### src/rtl/nlprs_pkg.sv
`timescale 1ns / 1ps
package nlprs_pkg;

	localparam int PAGE_BYTES = 2048;
	localparam int COL_BITS   = $clog2(PAGE_BYTES);

	localparam logic [7:0] CMD_READ_SETUP   = 8'h00;
	localparam logic [7:0] CMD_READ_CONFIRM = 8'h30;

	typedef enum logic [1:0] {
		OP_START = 2'd0,
		OP_READY = 2'd1,
		OP_DATA  = 2'd2
	} opcode_t;

	typedef enum logic [2:0] {
		ACT_SELECT   = 3'd0,
		ACT_CMD      = 3'd1,
		ACT_ADDR     = 3'd2,
		ACT_STROBE   = 3'd3,
		ACT_DESELECT = 3'd4,
		ACT_STORE    = 3'd5
	} action_t;

	typedef enum logic [1:0] {
		PH_IDLE = 2'd0,
		PH_WAIT = 2'd1,
		PH_READ = 2'd2
	} phase_t;

	// what the back end has to play out for one accepted item
	typedef enum logic [2:0] {
		JOB_START       = 3'd0,
		JOB_START_EMPTY = 3'd1,
		JOB_STROBE      = 3'd2,
		JOB_STORE_END   = 3'd3,
		JOB_STORE_PAGE  = 3'd4,
		JOB_STORE_NEXT  = 3'd5
	} job_kind_t;

	typedef struct packed {
		job_kind_t   kind;
		logic [31:0] addr;
		logic [31:0] index;
		logic [7:0]  data;
	} job_t;

	localparam int STEP_BITS = 3;
	localparam logic [STEP_BITS-1:0] STEP_LAST_HEADER = 3'd7;

endpackage

### src/rtl/nlprs_req_if.sv
`timescale 1ns / 1ps
interface nlprs_req_if;
	logic        valid;
	logic        ready;
	logic [1:0]  opcode;
	logic [31:0] start_address;
	logic [31:0] byte_count;
	logic        ready_bit;
	logic [7:0]  flash_byte;

	modport source (output valid, opcode, start_address, byte_count, ready_bit, flash_byte,
		input ready);
	modport sink (input valid, opcode, start_address, byte_count, ready_bit, flash_byte,
		output ready);
endinterface

### src/rtl/nlprs_rsp_if.sv
`timescale 1ns / 1ps
interface nlprs_rsp_if;
	logic        valid;
	logic        ready;
	logic [2:0]  action;
	logic [7:0]  bus_byte;
	logic [31:0] buffer_index;
	logic [7:0]  buffer_byte;
	logic        last;

	modport source (output valid, action, bus_byte, buffer_index, buffer_byte, last,
		input ready);
	modport sink (input valid, action, bus_byte, buffer_index, buffer_byte, last,
		output ready);
endinterface

### src/rtl/nlprs_front.sv
`timescale 1ns / 1ps
module nlprs_front (
	input  logic             clk,
	input  logic             arst_n,
	nlprs_req_if.sink        req,
	input  logic             q_ready,
	output logic             push,
	output nlprs_pkg::job_t  push_job
);
	import nlprs_pkg::*;

	phase_t      phase_q, phase_d;
	logic [31:0] cur_addr_q, done_q, total_q;
	logic [31:0] nxt_addr, nxt_done;
	logic        take;
	logic        do_start, do_ready, do_data;
	logic        data_end, page_end;
	opcode_t     op;

	assign req.ready = q_ready;
	assign take      = req.valid && q_ready;
	assign op        = opcode_t'(req.opcode);

	assign nxt_addr = cur_addr_q + 32'd1;
	assign nxt_done = done_q + 32'd1;
	assign data_end = (nxt_done == total_q);
	assign page_end = (nxt_addr[COL_BITS-1:0] == '0);

	assign do_start = take && (op == OP_START) && (phase_q == PH_IDLE);
	assign do_ready = take && (op == OP_READY) && (phase_q == PH_WAIT) && req.ready_bit;
	assign do_data  = take && (op == OP_DATA) && (phase_q == PH_READ);

	always_comb begin
		phase_d = phase_q;
		priority if (do_start) begin
			phase_d = (req.byte_count == 32'd0) ? PH_IDLE : PH_WAIT;
		end else if (do_ready) begin
			phase_d = PH_READ;
		end else if (do_data) begin
			if (data_end) begin
				phase_d = PH_IDLE;
			end else if (page_end) begin
				phase_d = PH_WAIT;
			end
		end else begin
			phase_d = phase_q;
		end
	end

	always_comb begin
		push     = do_start || do_ready || do_data;
		push_job = '{kind: JOB_STROBE, addr: nxt_addr, index: done_q, data: req.flash_byte};
		priority if (do_start) begin
			push_job.kind = (req.byte_count == 32'd0) ? JOB_START_EMPTY : JOB_START;
			push_job.addr = req.start_address;
		end else if (do_data) begin
			if (data_end) begin
				push_job.kind = JOB_STORE_END;
			end else if (page_end) begin
				push_job.kind = JOB_STORE_PAGE;
			end else begin
				push_job.kind = JOB_STORE_NEXT;
			end
		end else begin
			push_job.kind = JOB_STROBE;
		end
	end

	always_ff @(posedge clk or negedge arst_n) begin
		if (!arst_n) begin
			phase_q    <= PH_IDLE;
			cur_addr_q <= '0;
			done_q     <= '0;
			total_q    <= '0;
		end else begin
			phase_q <= phase_d;
			if (do_start) begin
				cur_addr_q <= req.start_address;
				total_q    <= req.byte_count;
				done_q     <= '0;
			end else if (do_data) begin
				cur_addr_q <= nxt_addr;
				done_q     <= nxt_done;
			end
		end
	end

	// a busy sequencer always has bytes left to fetch
	a_busy_has_work: assert property (@(posedge clk) disable iff (!arst_n)
		phase_q != PH_IDLE |-> done_q != total_q)
		else $error("busy with no bytes outstanding");

endmodule

### src/rtl/nlprs_queue.sv
`timescale 1ns / 1ps
module nlprs_queue #(
	parameter int DEPTH = 4
) (
	input  logic             clk,
	input  logic             arst_n,
	input  logic             push,
	input  nlprs_pkg::job_t  push_job,
	output logic             ready,
	output logic             head_valid,
	output nlprs_pkg::job_t  head_job,
	input  logic             pop
);
	import nlprs_pkg::*;

	localparam int PW = (DEPTH > 1) ? $clog2(DEPTH) : 1;
	localparam int CW = $clog2(DEPTH + 1);

	job_t          mem_q [DEPTH];
	logic [PW-1:0] wr_ptr_q, rd_ptr_q;
	logic [CW-1:0] count_q;
	logic          do_push, do_pop;

	assign ready      = (count_q != CW'(DEPTH));
	assign head_valid = (count_q != '0);
	assign head_job   = mem_q[rd_ptr_q];
	assign do_push    = push && ready;
	assign do_pop     = pop && head_valid;

	always_ff @(posedge clk) begin
		if (do_push) begin
			mem_q[wr_ptr_q] <= push_job;
		end
	end

	always_ff @(posedge clk or negedge arst_n) begin
		if (!arst_n) begin
			wr_ptr_q <= '0;
			rd_ptr_q <= '0;
			count_q  <= '0;
		end else begin
			if (do_push) begin
				wr_ptr_q <= (wr_ptr_q == PW'(DEPTH - 1)) ? '0 : wr_ptr_q + PW'(1);
			end
			if (do_pop) begin
				rd_ptr_q <= (rd_ptr_q == PW'(DEPTH - 1)) ? '0 : rd_ptr_q + PW'(1);
			end
			if (do_push && !do_pop) begin
				count_q <= count_q + CW'(1);
			end else if (do_pop && !do_push) begin
				count_q <= count_q - CW'(1);
			end
		end
	end

	a_no_push_when_full: assert property (@(posedge clk) disable iff (!arst_n)
		push |-> ready)
		else $error("job pushed into a full queue");

endmodule

### src/rtl/nlprs_back.sv
`timescale 1ns / 1ps
module nlprs_back (
	input  logic             clk,
	input  logic             arst_n,
	input  logic             head_valid,
	input  nlprs_pkg::job_t  head_job,
	output logic             pop,
	nlprs_rsp_if.source      rsp
);
	import nlprs_pkg::*;

	logic [STEP_BITS-1:0] step_q;
	logic                 out_valid_q;
	action_t              action_q, beat_action;
	logic [7:0]           bus_byte_q, beat_bus;
	logic [31:0]          index_q, beat_index;
	logic [7:0]           data_q, beat_data;
	logic                 last_q, beat_last;
	logic                 load;
	logic [15:0]          col;
	logic [31:0]          row;
	logic                 is_start, has_header, short_tail;

	assign col = 16'(head_job.addr[COL_BITS-1:0]);
	assign row = head_job.addr >> COL_BITS;

	assign is_start   = (head_job.kind == JOB_START) || (head_job.kind == JOB_START_EMPTY);
	assign has_header = (head_job.kind == JOB_START) || (head_job.kind == JOB_STORE_PAGE);
	assign short_tail = (head_job.kind == JOB_START_EMPTY) || (head_job.kind == JOB_STORE_END)
		|| (head_job.kind == JOB_STORE_NEXT);

	// step 0 is the select, strobe or store beat, later steps are the tail of the job
	always_comb begin
		beat_action = ACT_STROBE;
		beat_bus    = 8'h00;
		beat_index  = 32'd0;
		beat_data   = 8'h00;
		beat_last   = 1'b0;
		if (step_q == '0) begin
			if (is_start) begin
				beat_action = ACT_SELECT;
			end else if (head_job.kind == JOB_STROBE) begin
				beat_action = ACT_STROBE;
				beat_last   = 1'b1;
			end else begin
				beat_action = ACT_STORE;
				beat_index  = head_job.index;
				beat_data   = head_job.data;
			end
		end else if (has_header) begin
			beat_action = ACT_ADDR;
			unique case (step_q)
				3'd1: begin
					beat_action = ACT_CMD;
					beat_bus    = CMD_READ_SETUP;
				end
				3'd2: beat_bus = col[7:0];
				3'd3: beat_bus = col[15:8];
				3'd4: beat_bus = row[7:0];
				3'd5: beat_bus = row[15:8];
				3'd6: beat_bus = row[23:16];
				default: begin
					beat_action = ACT_CMD;
					beat_bus    = CMD_READ_CONFIRM;
					beat_last   = 1'b1;
				end
			endcase
		end else begin
			beat_action = (head_job.kind == JOB_STORE_NEXT) ? ACT_STROBE : ACT_DESELECT;
			beat_last   = 1'b1;
		end
	end

	assign load = head_valid && (!out_valid_q || rsp.ready);
	assign pop  = load && beat_last;

	always_ff @(posedge clk or negedge arst_n) begin
		if (!arst_n) begin
			step_q      <= '0;
			out_valid_q <= 1'b0;
		end else begin
			if (load) begin
				step_q      <= beat_last ? '0 : step_q + STEP_BITS'(1);
				out_valid_q <= 1'b1;
			end else if (rsp.ready) begin
				out_valid_q <= 1'b0;
			end
		end
	end

	always_ff @(posedge clk) begin
		if (load) begin
			action_q   <= beat_action;
			bus_byte_q <= beat_bus;
			index_q    <= beat_index;
			data_q     <= beat_data;
			last_q     <= beat_last;
		end
	end

	assign rsp.valid        = out_valid_q;
	assign rsp.action       = action_q;
	assign rsp.bus_byte     = bus_byte_q;
	assign rsp.buffer_index = index_q;
	assign rsp.buffer_byte  = data_q;
	assign rsp.last         = last_q;

	// a job part-way through stays at the head of the queue
	a_step_has_job: assert property (@(posedge clk) disable iff (!arst_n)
		step_q != '0 |-> head_valid)
		else $error("step counter running with no job");

	// only header jobs run past their second beat
	a_long_job_header: assert property (@(posedge clk) disable iff (!arst_n)
		(head_valid && step_q > STEP_BITS'(1)) |-> has_header)
		else $error("short job ran past its tail");

	a_tail_short: assert property (@(posedge clk) disable iff (!arst_n)
		(head_valid && short_tail && step_q == STEP_BITS'(1)) |-> pop || !load)
		else $error("short job not retired on its tail beat");

endmodule

### src/rtl/nand_large_page_read_sequencer_unit.sv
`timescale 1ns / 1ps
// Large-page NAND read sequencer. Items on req are start requests, ready samples and returned
// data bytes; each that fits the current phase (a ready sample only with ready_bit set) gives
// a burst of flash actions on rsp, the final one marked with last. A start gives select plus
// the seven-beat page header (00h, two column bytes, three row bytes, 30h), or select then
// deselect for zero length; a data byte gives a buffer write followed by the next strobe, a
// new page header or the deselect. The front end takes one item per cycle while the queue has
// room and files it as a job in a QUEUE_DEPTH entry queue; the back end plays out one action
// per cycle while rsp is ready, through its output register. An item's first action passes
// through the queue and then the output register before it is presented on rsp.
module nand_large_page_read_sequencer_unit #(
	parameter int QUEUE_DEPTH = 4
) (
	input  logic        clk,
	input  logic        arst_n,
	nlprs_req_if.sink   req,
	nlprs_rsp_if.source rsp
);
	import nlprs_pkg::*;

	logic q_ready, push, head_valid, pop;
	job_t push_job, head_job;

	nlprs_front u_front (
		.clk      (clk),
		.arst_n   (arst_n),
		.req      (req),
		.q_ready  (q_ready),
		.push     (push),
		.push_job (push_job)
	);

	nlprs_queue #(
		.DEPTH (QUEUE_DEPTH)
	) u_queue (
		.clk        (clk),
		.arst_n     (arst_n),
		.push       (push),
		.push_job   (push_job),
		.ready      (q_ready),
		.head_valid (head_valid),
		.head_job   (head_job),
		.pop        (pop)
	);

	nlprs_back u_back (
		.clk        (clk),
		.arst_n     (arst_n),
		.head_valid (head_valid),
		.head_job   (head_job),
		.pop        (pop),
		.rsp        (rsp)
	);

endmodule
### src/flat_wrapper.sv
// flat-port wrapper written by rule: the top's interface ports become plain ports
module nand_large_page_read_sequencer_unit_flat import nlprs_pkg::*;
#(
	parameter int QUEUE_DEPTH = 4
)
  (clk, arst_n, req_valid, req_opcode, req_start_address, req_byte_count, req_ready_bit, req_flash_byte, req_ready, rsp_valid, rsp_action, rsp_bus_byte, rsp_buffer_index, rsp_buffer_byte, rsp_last, rsp_ready);
  nlprs_req_if req_i ();
  nlprs_rsp_if rsp_i ();
  input  logic clk;
  input  logic arst_n;
  input wire logic [$bits(req_i.valid)-1:0] req_valid;
  input wire logic [$bits(req_i.opcode)-1:0] req_opcode;
  input wire logic [$bits(req_i.start_address)-1:0] req_start_address;
  input wire logic [$bits(req_i.byte_count)-1:0] req_byte_count;
  input wire logic [$bits(req_i.ready_bit)-1:0] req_ready_bit;
  input wire logic [$bits(req_i.flash_byte)-1:0] req_flash_byte;
  output wire logic [$bits(req_i.ready)-1:0] req_ready;
  output wire logic [$bits(rsp_i.valid)-1:0] rsp_valid;
  output wire logic [$bits(rsp_i.action)-1:0] rsp_action;
  output wire logic [$bits(rsp_i.bus_byte)-1:0] rsp_bus_byte;
  output wire logic [$bits(rsp_i.buffer_index)-1:0] rsp_buffer_index;
  output wire logic [$bits(rsp_i.buffer_byte)-1:0] rsp_buffer_byte;
  output wire logic [$bits(rsp_i.last)-1:0] rsp_last;
  input wire logic [$bits(rsp_i.ready)-1:0] rsp_ready;
  assign req_i.valid = req_valid;
  assign req_i.opcode = req_opcode;
  assign req_i.start_address = req_start_address;
  assign req_i.byte_count = req_byte_count;
  assign req_i.ready_bit = req_ready_bit;
  assign req_i.flash_byte = req_flash_byte;
  assign req_ready = req_i.ready;
  assign rsp_valid = rsp_i.valid;
  assign rsp_action = rsp_i.action;
  assign rsp_bus_byte = rsp_i.bus_byte;
  assign rsp_buffer_index = rsp_i.buffer_index;
  assign rsp_buffer_byte = rsp_i.buffer_byte;
  assign rsp_last = rsp_i.last;
  assign rsp_i.ready = rsp_ready;
  nand_large_page_read_sequencer_unit #(.QUEUE_DEPTH(QUEUE_DEPTH)) u_core (.clk(clk), .arst_n(arst_n), .req(req_i), .rsp(rsp_i));
endmodule
### config.mk
export PLATFORM = sky130hd
export DESIGN_NAME = nand_large_page_read_sequencer_unit_flat
export DESIGN_NICKNAME = d
export VERILOG_FILES = /design/src/rtl/nlprs_pkg.sv /design/src/rtl/nlprs_req_if.sv /design/src/rtl/nlprs_rsp_if.sv /design/src/rtl/nlprs_front.sv /design/src/rtl/nlprs_queue.sv /design/src/rtl/nlprs_back.sv /design/src/rtl/nand_large_page_read_sequencer_unit.sv /design/src/flat_wrapper.sv
export SDC_FILE = /design/constraint.sdc
export NUM_CORES = 1
export LEC_CHECK = 0
export BUFFER_PORTS_ARGS = -buffer_cell sky130_fd_sc_hd__buf_2
export CORE_MARGIN = 1.5
export CORE_UTILIZATION = 40
export CTS_CLUSTER_DIAMETER = 100
export DETAILED_ROUTE_END_ITERATION = 16
export SLEW_MARGIN = 10
export SYNTH_ARGS = -nofsm -noshare
export SYNTH_HDL_FRONTEND = slang
export SYNTH_HIERARCHICAL = 1
export SYNTH_SLANG_ARGS = --single-unit
export TNS_END_PERCENT = 50
### constraint.sdc
create_clock -name clk -period 6.24 [get_ports clk]
set_input_delay 1.248 -clock clk [delete_from_list [all_inputs] [get_ports clk]]
set_output_delay 1.248 -clock clk [all_outputs]
set_load 0.01 [all_outputs]
# Word level (Yosys, flattened, before mapping)
# Memory sizes are Yosys's and may differ from the RTL's.
# Index checks and enable logic that the tools add are counted.
# classes
mux	37
reduce_logical	39
eq_ne	18
bitwise	2
add_sub_neg	7
# op_table
cell	count
32-bit two-way mux	5
32-bit by 1-bit adder with 32-bit output, second input constant	2
8-bit case mux with 6 select lines	1
3-bit two-way mux	11
32-bit == test	1
32-bit logical NOT	1
2-bit two-way mux	8
3-bit == test, second input constant	5
1-bit logical AND	14
1-bit two-way mux	12
11-bit logical NOT	1
3-bit by 2-bit == test with 1-bit output, second input constant	3
2-bit == test, second input constant	4
3-bit by 1-bit adder with 3-bit output, second input constant	2
3-bit by 1-bit == test with 1-bit output, second input constant	2
3-bit logical NOT	2
2-bit nonzero test	3
3-bit nonzero test	2
6-bit OR reduction	1
1-bit logical OR	5
5-bit OR reduction	1
2-bit by 1-bit adder with 2-bit output, second input constant	2
2-bit by 1-bit == test with 1-bit output, second input constant	2
2-bit logical NOT	2
8 further kinds	11
# totals
wordCells	118
memories	1
in_bits	79
output_inout_bits	54
reg_bits	161
mem_bits_rw	300
# memory_table
name	words	width	rd	rd_clocked_by_memory_dff	wr	line	text
u_core.u_queue.mem_q	4	75	1	0	1	nlprs_queue.sv:19	job_t mem_q [DEPTH];

# Depth between registers and ports, before layout
# Gate-level depths: netlist (run 1).
# logic_depth
depth_word	12
depth_mapped	16
ltp_nobuf	14

# Hierarchy
# The synthesis (run 1) kept the hierarchy.
# by_module_without_submodules
mod	cells_each	n_inst	seq_area_each_um2	area_each_um2
nlprs_queue	429	1	9183.8	11275.8
nlprs_front	788	1	2452.4	6471.2
nlprs_back	182	1	1661.6	2454.9

# Worst setup path before layout (run 1)
# OpenSTA, ideal clock, no wires.
# synth_timing
path_type	input port to flip-flop
start	in req_valid
end	mem u_core/u_queue/mem_q[0][0] in the netlist's numbering, enable pin
path_stages	9
path_buffers	2
slack_ps	1442
required_time_ps	5799
arrival_time_ps	4357
cell_sequence	nand2_1 > nor3_1 > and3_1 > clkbuf_1 > nor2_1 > clkbuf_1 > nand2_1 > a21boi_1 > and2_1
# synth_between
elab_chain_len	9
elab_cells_between_ends	13
classes_between	2 x mux; 11 x reduce/logical
# synth_rtl
item	line	text
start, declared	flat_wrapper.sv:11	input wire logic [$bits(req_i.valid)-1:0] req_valid;
1-bit logical AND *	nlprs_front.sv:21	assign take = req.valid && q_ready;
1-bit logical AND (3 in a row)	nlprs_front.sv:30	assign do_ready = take && (op == OP_READY) && (phase_q == PH_WAIT) && req.ready_bit;
1-bit logical OR	nlprs_front.sv:51	push = do_start || do_ready || do_data;
1-bit logical OR *	nlprs_front.sv:51	
net u_core.push	nand_large_page_read_sequencer_unit.sv:21	logic q_ready, push, head_valid, pop;
1-bit logical AND *	nlprs_queue.sv:27	assign do_push = push && ready;
net u_core.u_queue.do_push	nlprs_queue.sv:22	logic do_push, do_pop;
1-bit two-way mux *	nlprs_queue.sv:31	if (do_push) begin
1-bit two-way mux (implied by the code) *	nlprs_queue.sv:32	mem_q[wr_ptr_q] <= push_job;
end, declared	nlprs_queue.sv:19	
# The timed path passes the listed nets; every way through them passes the cells marked *.

# Worst setup path after layout (run 1)
# layout_timing
start	in req_opcode[0]
end	mem u_core/u_queue/mem_q[2][4] in the netlist's numbering, enable pin
# layout_between
elab_chain_len	9
elab_cells_between_ends	15
classes_between	2 x eq/ne; 2 x mux; 11 x reduce/logical
# layout_rtl
item	line	text
start, declared	flat_wrapper.sv:12	input wire logic [$bits(req_i.opcode)-1:0] req_opcode;
2-bit by 1-bit == test with 1-bit output	nlprs_front.sv:30	
1-bit logical AND (3 in a row)	nlprs_front.sv:30	
1-bit logical OR	nlprs_front.sv:51	
1-bit logical OR *	nlprs_front.sv:51	
net u_core.push	nand_large_page_read_sequencer_unit.sv:21	
1-bit logical AND *	nlprs_queue.sv:27	
net u_core.u_queue.do_push	nlprs_queue.sv:22	
1-bit two-way mux *	nlprs_queue.sv:31	
1-bit two-way mux (implied by the code) *	nlprs_queue.sv:32	
# Marked as above.

==> impl_metrics.env, run 1 <==
export IMPL_status="finished clean"
export IMPL_dpl_hpwl_um=30000
export IMPL_yosysTopAreaCellShare_pct=52.3
export IMPL_p_int_mw=6.80
export IMPL_syn_cell_area_um2=20200
export IMPL_wl_per_cell_um=20.3
export IMPL_synth_distinct_cells=71
export IMPL_fin_tns_setup_ns=0
export IMPL_cts_tree="yes"
export IMPL_reg2reg_to="u_core/u_queue/mem_q[2][4]"
export IMPL_synth_top_flop_cell="edfxtp_1"
export IMPL_grtUsageTotal_pct=17.4
export IMPL_drive_gt1_share_pct=22.5
export IMPL_rows=82
export IMPL_switchingPower_mw=3.00
export IMPL_hold_start="u_core/u_front/total_q[9]"
export IMPL_vias_per_cell=5.39
export IMPL_r2r_cells=11
export IMPL_grt_pass1_vias=12000
export IMPL_cp_arrival_ns=4.40
export IMPL_whs_path_depth=2
export IMPL_die_area_um2=51900
export IMPL_netSwitchingFraction_pct=30.7
export IMPL_ys_top_cells_by_area="edfxtp_1 52%, dfrtp_1 14%, mux4_2 8.4%"
export IMPL_power_leakage_nw=8.31
export IMPL_use_met3_pct=3.11
export IMPL_postCtsHoldBufs=0
export IMPL_cts_setup_buffers=0
export IMPL_worst_hold_slack_ns=0.498
export IMPL_worstMarginPinSlew_ns=1.03
export IMPL_clock_sinks=461
export IMPL_dr_pass1_iters=5
export IMPL_die_h_um=228
export IMPL_path_buf_inv=3
export IMPL_cts_made_buffers=46
export IMPL_ir_drop_v=0.000188
export IMPL_grtUsageMet2_pct=27.1
export IMPL_max_cap_viol_count=0
export IMPL_finalHoldViolCount=0
export IMPL_drc_errors=0
export IMPL_grt_overflow_total=0
export IMPL_cts_buffer_depth=3
export IMPL_syn_area_per_cell_um2=14.4
export IMPL_cpPeakStageDelay_ns=0.73
export IMPL_use_met1_pct=25.3
export IMPL_io_pins=133
export IMPL_fin_skew_ns=0.0335
export IMPL_num_fill_cells=4442
export IMPL_synth_edf_count=352
export IMPL_grt_pass1_wl_um=70200
export IMPL_post_route_period_util_pct=66.8
export IMPL_cts_resized_gates=0
export IMPL_combPwrFrac_pct=26.4
export IMPL_yosysSeqAreaShare_pct=65.8
export IMPL_final_common_cell="edfxtp_1"
export IMPL_ys_ff_latch=461
export IMPL_regToRegSetupSlack_ns=2.12
export IMPL_seqPwrFrac_pct=45.5
export IMPL_cts_root_buffer="clkbuf_16"
export IMPL_rsz0062_at_grt="no"
export IMPL_hold_end="u_core/u_front/total_q[9]"
export IMPL_drt_initial_drc_count=1065
export IMPL_crit_path_frequent_cell="buf_4"
export IMPL_initial_core_util_pct=40.4
export IMPL_cp_depth=9
export IMPL_hp_class="reg -> reg"
export IMPL_yosys_area_top_type="edfxtp_1"
export IMPL_vias=11900
export IMPL_clk_latency_ns=0.58
export IMPL_n_antenna_cell=0
export IMPL_worstPathCellList="buf_2, nor3_1, and3_1, nor2_2, buf_4, nand2_1, a21boi_1, and2_4, buf_4"
export IMPL_layout_common_cells="352 x edfxtp_1, 190 x nand2_1, 131 x buf_2, 107 x dfrtp_1, 75 x mux4_2"
export IMPL_htree_levels=2
export IMPL_portBuffers=132
export IMPL_top_usage_layer="met2"
export IMPL_final_nets=1597
export IMPL_final_max_slew_viol_count=0
export IMPL_wirelength_um=45000
export IMPL_grt_max_degree=76
export IMPL_cp_max_fo=45
export IMPL_r2r_start="u_core/u_queue/count_q[0]"
export IMPL_power_density_nw_per_um2=429
export IMPL_crit_family="simple AND/OR/NAND/NOR gates"
export IMPL_die_x_um=228
export IMPL_fin_total_pwr_mw=9.80
export IMPL_placed_cell_area_um2=21300
export IMPL_min_period_ns=4.17
export IMPL_cp_end_kind="flop"
export IMPL_drtAntennaViolNets=0
export IMPL_setup_viol=0
export IMPL_fin_area_um2=22800
export IMPL_regArea_um2=13300
export IMPL_relSlewSlack_pct=30.5
export IMPL_crit_required_ns=6.47
export IMPL_synthArstFlopShare_pct=23.6
export IMPL_place_gp_congestion=0.860
export IMPL_syn_nets=1492
export IMPL_yosys_warnings=6
export IMPL_syn_inst=1399
export IMPL_crit_type="in -> reg"
export IMPL_clk_pin_slew_worst_paths_ns=0.06
export IMPL_syn_to_final_growth_pct=13.1
export IMPL_core_area_um2=50000
export IMPL_antenna_found_initial=1
export IMPL_clockPowerShare_pct=28.2
export IMPL_crit_slowest_cell="and3_1"
export IMPL_fmax_mhz=240
export IMPL_cp_start_kind="input pin"
export IMPL_multi_input_area_um2=6330
power groups by stage:
stage	logic [mW]	clock network [mW]	registers, mW
6_report	2.58	2.76	4.46
5_1_grt	2.84	2.94	4.53
4_1_cts	2.63	2.83	4.47
3_5_place_dp	2.62	0	4.53
3_3_place_gp	2.57	0	4.51
2_1_floorplan	1.96	0	4.39
layout make-up:
type / count / share of cell area, %
multi-input combinational: 827 / 27.7
clock buffer: 61 / 5.55
sequential: 461 / 58.2
tap: 672 / 3.68
timing repair buffer: 150 / 3.49
clock inverter: 24 / 1.03
inverter: 18 / 0.296
per-layer routing:
layer | vias up | routed length (µm)
met5 | - | 10
met4 | 2 | 918
met3 | 61 | 2510
met2 | 335 | 20600
met1 | 6054 | 21000
li1 | 5467 | -
logic make-up after synthesis:
| kind of cell | after synthesis | share of synthesized area, % |
|---|---|---|
| mux | 105 | 10.0 |
| compound gates | 176 | 5.36 |
| simple gates | 448 | 11.2 |
| flops | 461 | 65.8 |
| fa+ha+maj | 14 | 0.904 |
| buf+inv | 111 | 2.90 |
| xor+xnor | 84 | 3.78 |
synth_stat cells, types with 4 or more instances:
cell,n
nor3_1,16
a31oi_1,12
buf_2,14
buf_1,6
inv_1,18
xnor2_1,46
edfxtp_1,352
mux2i_1,4
or3_1,11
a22o_1,4
o31ai_1,10
and2_1,50
mux2_2,26
a21oi_1,40
and3_1,11
a211oi_1,5
nand2b_1,6
clkbuf_1,46
nand3_1,30
o21ai_0,68
o41ai_1,7
or4_1,5
nand2_1,191
nor4_1,17
dfrtp_1,109
nand4_1,23
xor2_1,36
and4_1,9
nor2_1,55
ha_1,13
buf_4,20
mux4_2,75
state kept, by name, summed over array words and instances, names as in the netlist:
name                            cells
u_core/u_back/rsp.action            3
u_core/u_back/rsp.buffer_byte       8
u_core/u_back/rsp.buffer_index     32
u_core/u_back/rsp.bus_byte          8
u_core/u_back/rsp.last              1
u_core/u_back/rsp.valid             1
u_core/u_back/step_q                3
u_core/u_front/cur_addr_q          32
u_core/u_front/done_q              32
u_core/u_front/phase_q              2
u_core/u_front/total_q             32
u_core/u_queue/count_q              3
u_core/u_queue/mem_q              300
u_core/u_queue/rd_ptr_q             2
u_core/u_queue/wr_ptr_q             2
through the flow:
stage	setup WS, ns	std cells	util [%]
final	2.07	2213	45.7
after global routing	1.79	2213	45.7
after CTS	2.11	2213	45.7
after detailed placement	1.50	2128	42.7
after global placement	1.63	2128	42.7
after floorplan	1.44	1399	-
tightest hold or removal path, delay by kind of cell, from the launching register on:
family	cells	cell delay, ns
and+or+nand+nor	2	0.11
DFF	1	0.36
worst max path at each step:
stage	slack [ns]	end	start
2_1_floorplan	1.44	u_core/u_queue/mem_q[0][0]	req_valid
3_3_place_gp	1.63	u_core/u_queue/mem_q[3][4]	req_valid
3_5_place_dp	1.50	u_core/u_queue/mem_q[3][4]	req_valid
4_1_cts	2.11	u_core/u_queue/mem_q[3][73]	req_valid
5_1_grt	1.79	u_core/u_queue/mem_q[2][4]	u_core/u_queue/count_q[0]
6_report	2.07	u_core/u_queue/mem_q[2][4]	req_opcode[0]
(Power assumes the default switching activity.)
==> inputs of run 2 (changes only) <==
==> constraint.sdc (replaced) <==
create_clock -name clk -period 3.5 [get_ports clk]
set_input_delay 0.7 -clock clk [delete_from_list [all_inputs] [get_ports clk]]
set_output_delay 0.7 -clock clk [all_outputs]
set_load 0.01 [all_outputs]
==> impl_metrics.env, run 2 (synthesis gave the netlist of run 1 again) <==
export IMPL_grt_overflow_total=0
export IMPL_min_period_ns=3.24
export IMPL_io_pins=133
export IMPL_drive_gt1_share_pct=24.4
export IMPL_cp_end_kind="flop"
export IMPL_vias=12000
export IMPL_worstMarginPinSlew_ns=0.841
export IMPL_wl_per_cell_um=20.4
export IMPL_drc_errors=0
export IMPL_cts_resized_gates=0
export IMPL_clockPowerShare_pct=29.7
export IMPL_hp_class="in -> async"
export IMPL_regArea_um2=13300
export IMPL_final_nets=1636
export IMPL_final_util_pct=46.8
export IMPL_r2r_cells=9
export IMPL_die_x_um=228
export IMPL_fin_skew_ns=0.0326
export IMPL_r2r_start="u_core/u_front/done_q[0]"
export IMPL_drtAntennaViolNets=0
export IMPL_cts_tree="yes"
export IMPL_die_h_um=228
export IMPL_seqPwrFrac_pct=43.1
export IMPL_ir_drop_v=0.000575
export IMPL_grt_pass1_vias=12200
export IMPL_netSwitchingFraction_pct=30.1
export IMPL_rsz0062_at_grt="no"
export IMPL_cts_setup_buffers=0
export IMPL_final_common_cell="edfxtp_1"
export IMPL_relSlewSlack_pct=43.9
export IMPL_cp_start_kind="flop"
export IMPL_worst_hold_slack_ns=0.194
export IMPL_clk_latency_ns=0.59
export IMPL_regToRegSetupSlack_ns=0.26
export IMPL_fin_total_pwr_mw=18.0
export IMPL_setup_viol=0
export IMPL_multi_input_area_um2=6330
export IMPL_portBuffers=132
export IMPL_fmax_mhz=309
export IMPL_rows=82
export IMPL_postLayoutSetupSlackWorst_ns=0.259
export IMPL_antenna_found_initial=2
export IMPL_finalHoldViolCount=0
export IMPL_cts_made_buffers=49
export IMPL_reg2reg_to="u_core/u_queue/mem_q[0][73]"
export IMPL_num_fill_cells=4341
export IMPL_grtUsageTotal_pct=17.8
export IMPL_postCtsHoldBufs=0
export IMPL_crit_required_ns=3.90
export IMPL_grt_max_degree=75
export IMPL_final_max_slew_viol_count=0
export IMPL_largest_reg_flops=300
export IMPL_cts_buffer_depth=3
export IMPL_clock_sinks=461
export IMPL_cp_arrival_ns=3.64
export IMPL_core_area_um2=50000
export IMPL_initial_core_util_pct=40.4
export IMPL_cts_root_buffer="clkbuf_16"
export IMPL_crit_type="reg -> reg"
export IMPL_status="finished clean"
export IMPL_pre_cts_ws_ns=0.302
export IMPL_cp_max_fo=11
export IMPL_top_register="u_core/u_queue/mem_q"
export IMPL_drt_initial_drc_count=1024
export IMPL_place_gp_congestion=0.856
export IMPL_combPwrFrac_pct=27.2
export IMPL_max_cap_viol_count=0
export IMPL_grt_pass1_wl_um=72000
export IMPL_die_area_um2=51900
export IMPL_power_leakage_nw=8.60
export IMPL_switchingPower_mw=5.42
export IMPL_dr_pass1_iters=6
export IMPL_wirelength_um=45900
export IMPL_vias_per_cell=5.35
export IMPL_layout_common_cells="352 x edfxtp_1, 190 x nand2_1, 131 x buf_2, 107 x dfrtp_1, 75 x mux4_2"
export IMPL_post_route_period_util_pct=92.6
export IMPL_syn_to_final_growth_pct=15.8
export IMPL_power_density_nw_per_um2=770
export IMPL_htree_levels=2
export IMPL_clk_pin_slew_worst_paths_ns=0.06
export IMPL_p_int_mw=12.6
export IMPL_dpl_hpwl_um=30700
-- run 2: power by group through the flow --
stage | logic (mW) | registers, mW | clock network, mW
CTS | 5.00 | 7.77 | 5.49
detailed placement | 4.99 | 7.88 | 0
finish | 4.90 | 7.76 | 5.35
global route | 5.40 | 7.87 | 5.72
floorplan | 3.49 | 7.83 | 0
global placement | 4.91 | 7.84 | 0
-- run 2: layout make-up --
cell class,instances,area share (%)
flip-flops and latches,461,56.9
multi-input cells,827,27.1
diodes,1,0.0107
clock buffers,56,5.35
clock inverters,31,1.74
repair buffers,186,5.05
well taps,672,3.59
inverters,18,0.289
-- run 2: how the worst max path moves through the flow --
stage                                        to  cells past startpoint                     start
detailed placement  u_core/u_queue/mem_q[3][73]                      9  u_core/u_front/done_q[0]
global route        u_core/u_queue/mem_q[1][73]                      9  u_core/u_front/done_q[0]
CTS                 u_core/u_queue/mem_q[0][73]                      9  u_core/u_front/done_q[0]
floorplan            u_core/u_queue/mem_q[0][0]                      9                 req_valid
global placement    u_core/u_queue/mem_q[0][73]                      9  u_core/u_front/done_q[0]
finish              u_core/u_queue/mem_q[0][73]                      9  u_core/u_front/done_q[0]
-- run 2: worst max-delay path: stages, from the launching register on --
cell,delay (ns)
dfrtp_1,0.56
ha_1,0.35
nand4_2,0.25
or4_1,0.56
a21oi_1,0.16
o311ai_0,0.18
nor4_2,0.35
nand4_2,0.23
and2_4,0.26
nor2_2,0.15
-- run 2: through the flow --
step / instance area, µm² / setup TNS (ns) / std cells
CTS: 23400 / 0 / 2251
global route: 23400 / 0 / 2252
floorplan: 20200 / -112.41 / 1399
finish: 23400 / 0 / 2252
detailed placement: 21700 / 0 / 2164
global placement: 21700 / 0 / 2164
-- run 2: layer usage --
metal,share of wire (%),vias up,wire [µm],track usage [%]
met5,0.020,-,9,0
met3,5.2,83,2360,3.26
met2,45,346,20700,27.0
met1,47,6035,21700,26.4
li1,-,5579,-,-
met4,2.4,2,1100,5.17
